--- src/rtl/bfis_ram.sv ---
// Simple dual-port RAM, one write port, one registered read port.
module bfis_ram #(
    parameter int DEPTH = 512,
    parameter int WIDTH = 8
) (
    input  logic                     aclk,
    input  logic                     we,
    input  logic [$clog2(DEPTH)-1:0] waddr,
    input  logic [WIDTH-1:0]         wdata,
    input  logic [$clog2(DEPTH)-1:0] raddr,
    output logic [WIDTH-1:0]         rdata
);

    logic [WIDTH-1:0] mem [DEPTH];
    logic [WIDTH-1:0] rdata_reg;

    always_ff @(posedge aclk) begin
        if (we) begin
            mem[waddr] <= wdata;
        end
        rdata_reg <= mem[raddr];
    end

    assign rdata = rdata_reg;

endmodule

--- config.mk ---
export PLATFORM = sky130hd
export DESIGN_NAME = bfis_ram
export DESIGN_NICKNAME = d
export VERILOG_FILES = /design/src/rtl/bfis_ram.sv
export SDC_FILE = /design/constraint.sdc
export NUM_CORES = 2
export LEC_CHECK = 0
export ABC_AREA = 1
export BUFFER_PORTS_ARGS = -buffer_cell sky130_fd_sc_hd__buf_2
export CAP_MARGIN = 20
export CELL_PAD_IN_SITES_DETAIL_PLACEMENT = 1
export CELL_PAD_IN_SITES_GLOBAL_PLACEMENT = 1
export CORE_UTILIZATION = 44
export DETAILED_ROUTE_END_ITERATION = 7
export PLACE_DENSITY = 0.74
export SLEW_MARGIN = 20
export SYNTH_ARGS = -nofsm -noshare
export SYNTH_HDL_FRONTEND = slang
export SYNTH_SLANG_ARGS = --single-unit
export TNS_END_PERCENT = 30
--- constraint.sdc ---
create_clock -name aclk -period 1.55 [get_ports aclk]
set_clock_uncertainty 0.05 [all_clocks]
set_input_delay 0 -clock aclk [delete_from_list [all_inputs] [get_ports aclk]]
set_output_delay 0 -clock aclk [all_outputs]
set_load 0.005 [all_outputs]
=== Yosys cells after proc, flatten, opt, wreduce, memory -nomap -nowiden ===
Memories as Yosys holds them, arrays and structs flattened. A register that Yosys moved wholly into a read port is not among the register bits.
Index checks and enable logic that the tools add are counted.

* Flip-flop bits (word level): 0
* RAM bits: 4096
* Input bits: 28
* Output and inout bits: 8
* Word-level logic and storage cells: 3
* Memories: 1

{| class="wikitable"
|+ Memories
! name !! depth !! width !! read ports !! clocked after memory_dff !! write ports !! line !! source
|-
| mem || 512 || 8 || 1 || 1 || 1 || 14 || <nowiki>logic [WIDTH-1:0] mem [DEPTH];</nowiki>
|}

* Multiplexer cells: 2

{| class="wikitable"
|+ Operators by type and width
! cell !! number
|-
| 2-to-1 mux 1 bit || 2
|}

=== Logic depth before layout (Yosys ltp) ===
* Depth after elaboration: 2
* Depth in mapped cells: 15
* Depth with buffers taken out: 11

=== Worst setup path after synthesis ===
Ideal clock, no wire load.

* Kind: input-to-reg
* From: in waddr[4]
* To: mem mem[213][0], enable pin
* Setup time: 0.370 ns
* Arrival: 1.221 ns
* Data required time: 1.130 ns
* Slack: -0.091 ns
* Cell stages on the path: 7
* Path buffers: 1
* Cell sequence: inv_1 > nor2_1 > inv_1 > nor2_1 > inv_1 > clkbuf_1 > nor2_1

{| class="wikitable"
|+ RTL lines
! what !! line !! source
|-
| from (decl) || 8 || <nowiki>input logic [$clog2(DEPTH)-1:0] waddr,</nowiki>
|-
| to (decl) || 14 ||
|}

Straight into the memory's write port.

==> run_results.csv <==
group,metric,value,unit
clock_network,postCtsSetupRepairBufs,0,
floorplan,die-area,381000,µm²
layout,multi_input_area,39000,µm²
power,vdd_drop_max,0.00104,V
layout,final_util,53.3,%
clock_network,worstSkewPairLatency,0.99,ns
layout,fin_nets,15100,
critical_path,reg2reg_from,"mem[69][0]",
clock_network,clk_pin_slew,0.06,ns
global_routing,overflow,0,
layout,nFillCells,38200,
global_routing,grt_pass1_wl,852000,µm
floorplan,initial_core_util,44.3,%
timing,drv_slew,0,
clock_network,numCtsBuffers,423,
critical_path,arrival,2.93,ns
synthesis,yosys.area.top_type,"edfxtp_1",
route,drt_iter0_markers,14200,
synthesis,yosys_warnings,0,
route,vias,122000,
status,outcome,"complete, but fails checks",
timing,hold_ws,-0.559,ns
route,drtPass1Iterations,8,
synthesis,async_flop_share,0,%
critical_path,r2r_slack,-0.57,ns
clock_network,cts_tree,"yes",
layout,syn_to_final_growth,20.3,%
floorplan,die_y,618,µm
place,portBuffers,35,
critical_path,start_kind,"flop",
synthesis,yosysMostFrequentCell,"nand2_1",
floorplan,io-pin-count,36,
critical_path,cp_max_fo,1,
route,antenna_left,0,
synthesis,ys_ff_latch,4104,
critical_path,cp_data_required_time,2.36,ns
synthesis,syn_nets,13900,
synthesis,synth-edff-count,4096,
synthesis,ys.flop_type,"edfxtp_1",
timing,worstMarginPinSlew,0.999,ns
route,avgViaCountPerCell,5.95,
synthesis,synth_cell_types,16,
route,routed_wl,583000,µm
clock_network,cts_hold_buf,22,
place,gp_congestion,0.887,
timing,fin_crit_sh,137,%
critical_path,crit_start,"mem[69][0]",
route,route.detailed.drc,0,
critical_path,critical_path_class,"reg -> reg",
timing,finalCriticalPeriod,2.12,ns
global_routing,grt_max_degree,101,
global_routing,grt_pass1_vias,128000,
synthesis,yosysSeqAreaShare,73.9,%
power,leakage,72.6,nW
layout,regArea,123000,µm²
layout,largest_reg_flops,4096,
floorplan,core_region_area,376000,µm²
timing,finalSetupViolCount,234,
synthesis,synth_common_cells,"4160 x nand2_1, 4096 x edfxtp_1, 4080 x nand3_1",
synthesis,mappedNetlistArea,167000,µm²
floorplan,die_w,618,µm
global_routing,grt_antenna_before_repair,37,
critical_path,critPathCaptureType,"flop",
route,wl_per_cell,28.5,µm
synthesis,synth_top_area_share,73.8,%
floorplan,num_rows,225,
global_routing,grt_util_all_layers,30.1,%
layout,final_layout_size_suffix_gt1_share,16.2,%
place,place_area,186000,µm²
synthesis,yosys-top-cells-area,"edfxtp_1 74%, nand3_1 12%, nand2_1 9.4%",
timing,rsz0062_at_grt,"true",
timing,final_hold_viol_count,8,
synthesis,syn_area_per_cell,12.0,µm²
clock_network,numClockSinks,4104,
place,dpl.hpwl,373000,µm
clock_network,cts_buffer_depth,4,
power,pwr_density_cell,1200,nW/µm²
timing,worst_slack,-0.572,ns
timing,relSlewSlack,33.2,%
clock_network,htreeDepth,5,
run,max_cap_viol_count,0,
layout,design_area,201000,µm²
clock_network,clock-root-buffer,"clkbuf_16",
min_path,hp-class,"in -> reg",
synthesis,syn_inst,13900,
timing,fmaxAchievable,0.471,GHz
place,post-place-ws,-1.49,ns
min_path,hp-start,"raddr[8]",
status,violations,"hold timing, setup timing",
## worst max-delay path, stage by stage, from the launching register on
cell and delay [ns]:
edfxtp_1 0.43, buf_12 0.18, nand2_4 0.07, buf_12 0.16, nand3_4 0.09, nand3_4 0.08, nand3_4 0.09, nand3_4 0.11
nand3_2 0.09, buf_6 0.14, nand3_4 0.06, nand3_4 0.21, nand3_2 0.15, nand2_2 0.06
## layer usage
metal | vias to the layer above | share of wire [%] | GRT usage [%]
li1 | 52000 | - | -
met1 | 62300 | 37 | 37.3
met2 | 6015 | 49 | 50.3
met3 | 1553 | 8.2 | 4.96
met4 | 16 | 6.1 | 16.7
met5 | - | 0.021 | 0
## what timing repair did
action | 4_1_cts | 5_1_grt
setup endpoints to repair | 16 | 482
pin swaps | 8 | 14
hold endpoints to repair | 5346 | 8
resized for setup | 83 | 89
## layout by cell type (no fill, tap or decap), types with 91 or more instances in the layout
cell	Yosys	final
buf_12	1	403
buf_4	123	1317
clkbuf_1	184	94
clkbuf_16	0	436
clkinv_1	0	91
clkinv_2	0	91
edfxtp_1	4096	4096
nand2_1	4160	4142
nand3_1	4080	3974
nor2_1	514	493
## stage by stage
step | TNS [ns] | instances | power (mW) | hold WS [ns]
2_1_floorplan | -63.51 | 13900 | 132 | 0.0489
3_3_place_gp | -666.47 | 19700 | 141 | 0.344
3_5_place_dp | -885.19 | 19700 | 142 | 0.353
4_1_cts | -11.67 | 20400 | 241 | -0.636
5_1_grt | -11.74 | 20500 | 246 | -0.551
6_report | -11.17 | 20500 | 241 | -0.559
## area by class of cell
type	count	share of cell area (%)
sequential	4104	61.4
multi-input combinational	8765	19.4
timing repair buffer	1777	9.22
clock buffer	535	5.65
tap	4994	3.12
clock inverter	235	0.998
inverter	39	0.101
antenna	40	0.0499
## worst paths after layout
| path | to | cells past startpoint |
|---|---|---|
| worst min register to register | rdata[1] | 11 |
| worst max-delay path | rdata[0] | 13 |
| worst max register to register | rdata[0] | 13 |
| worst min-delay path | rdata[2] | 3 |
## cells by family after synthesis
logic type	synth area share, %
and+or+nand+nor	22.8
DFF	73.9
buffers and inverters	3.33
## power by group
group	switching (mW)	total, mW	internal, mW
combinational	12.6	18.2	5.54
sequential	0.214	122	122
clock	43.6	100	56.7
total	56.5	241	184
Note: power is estimated with default switching activity, not from simulation.
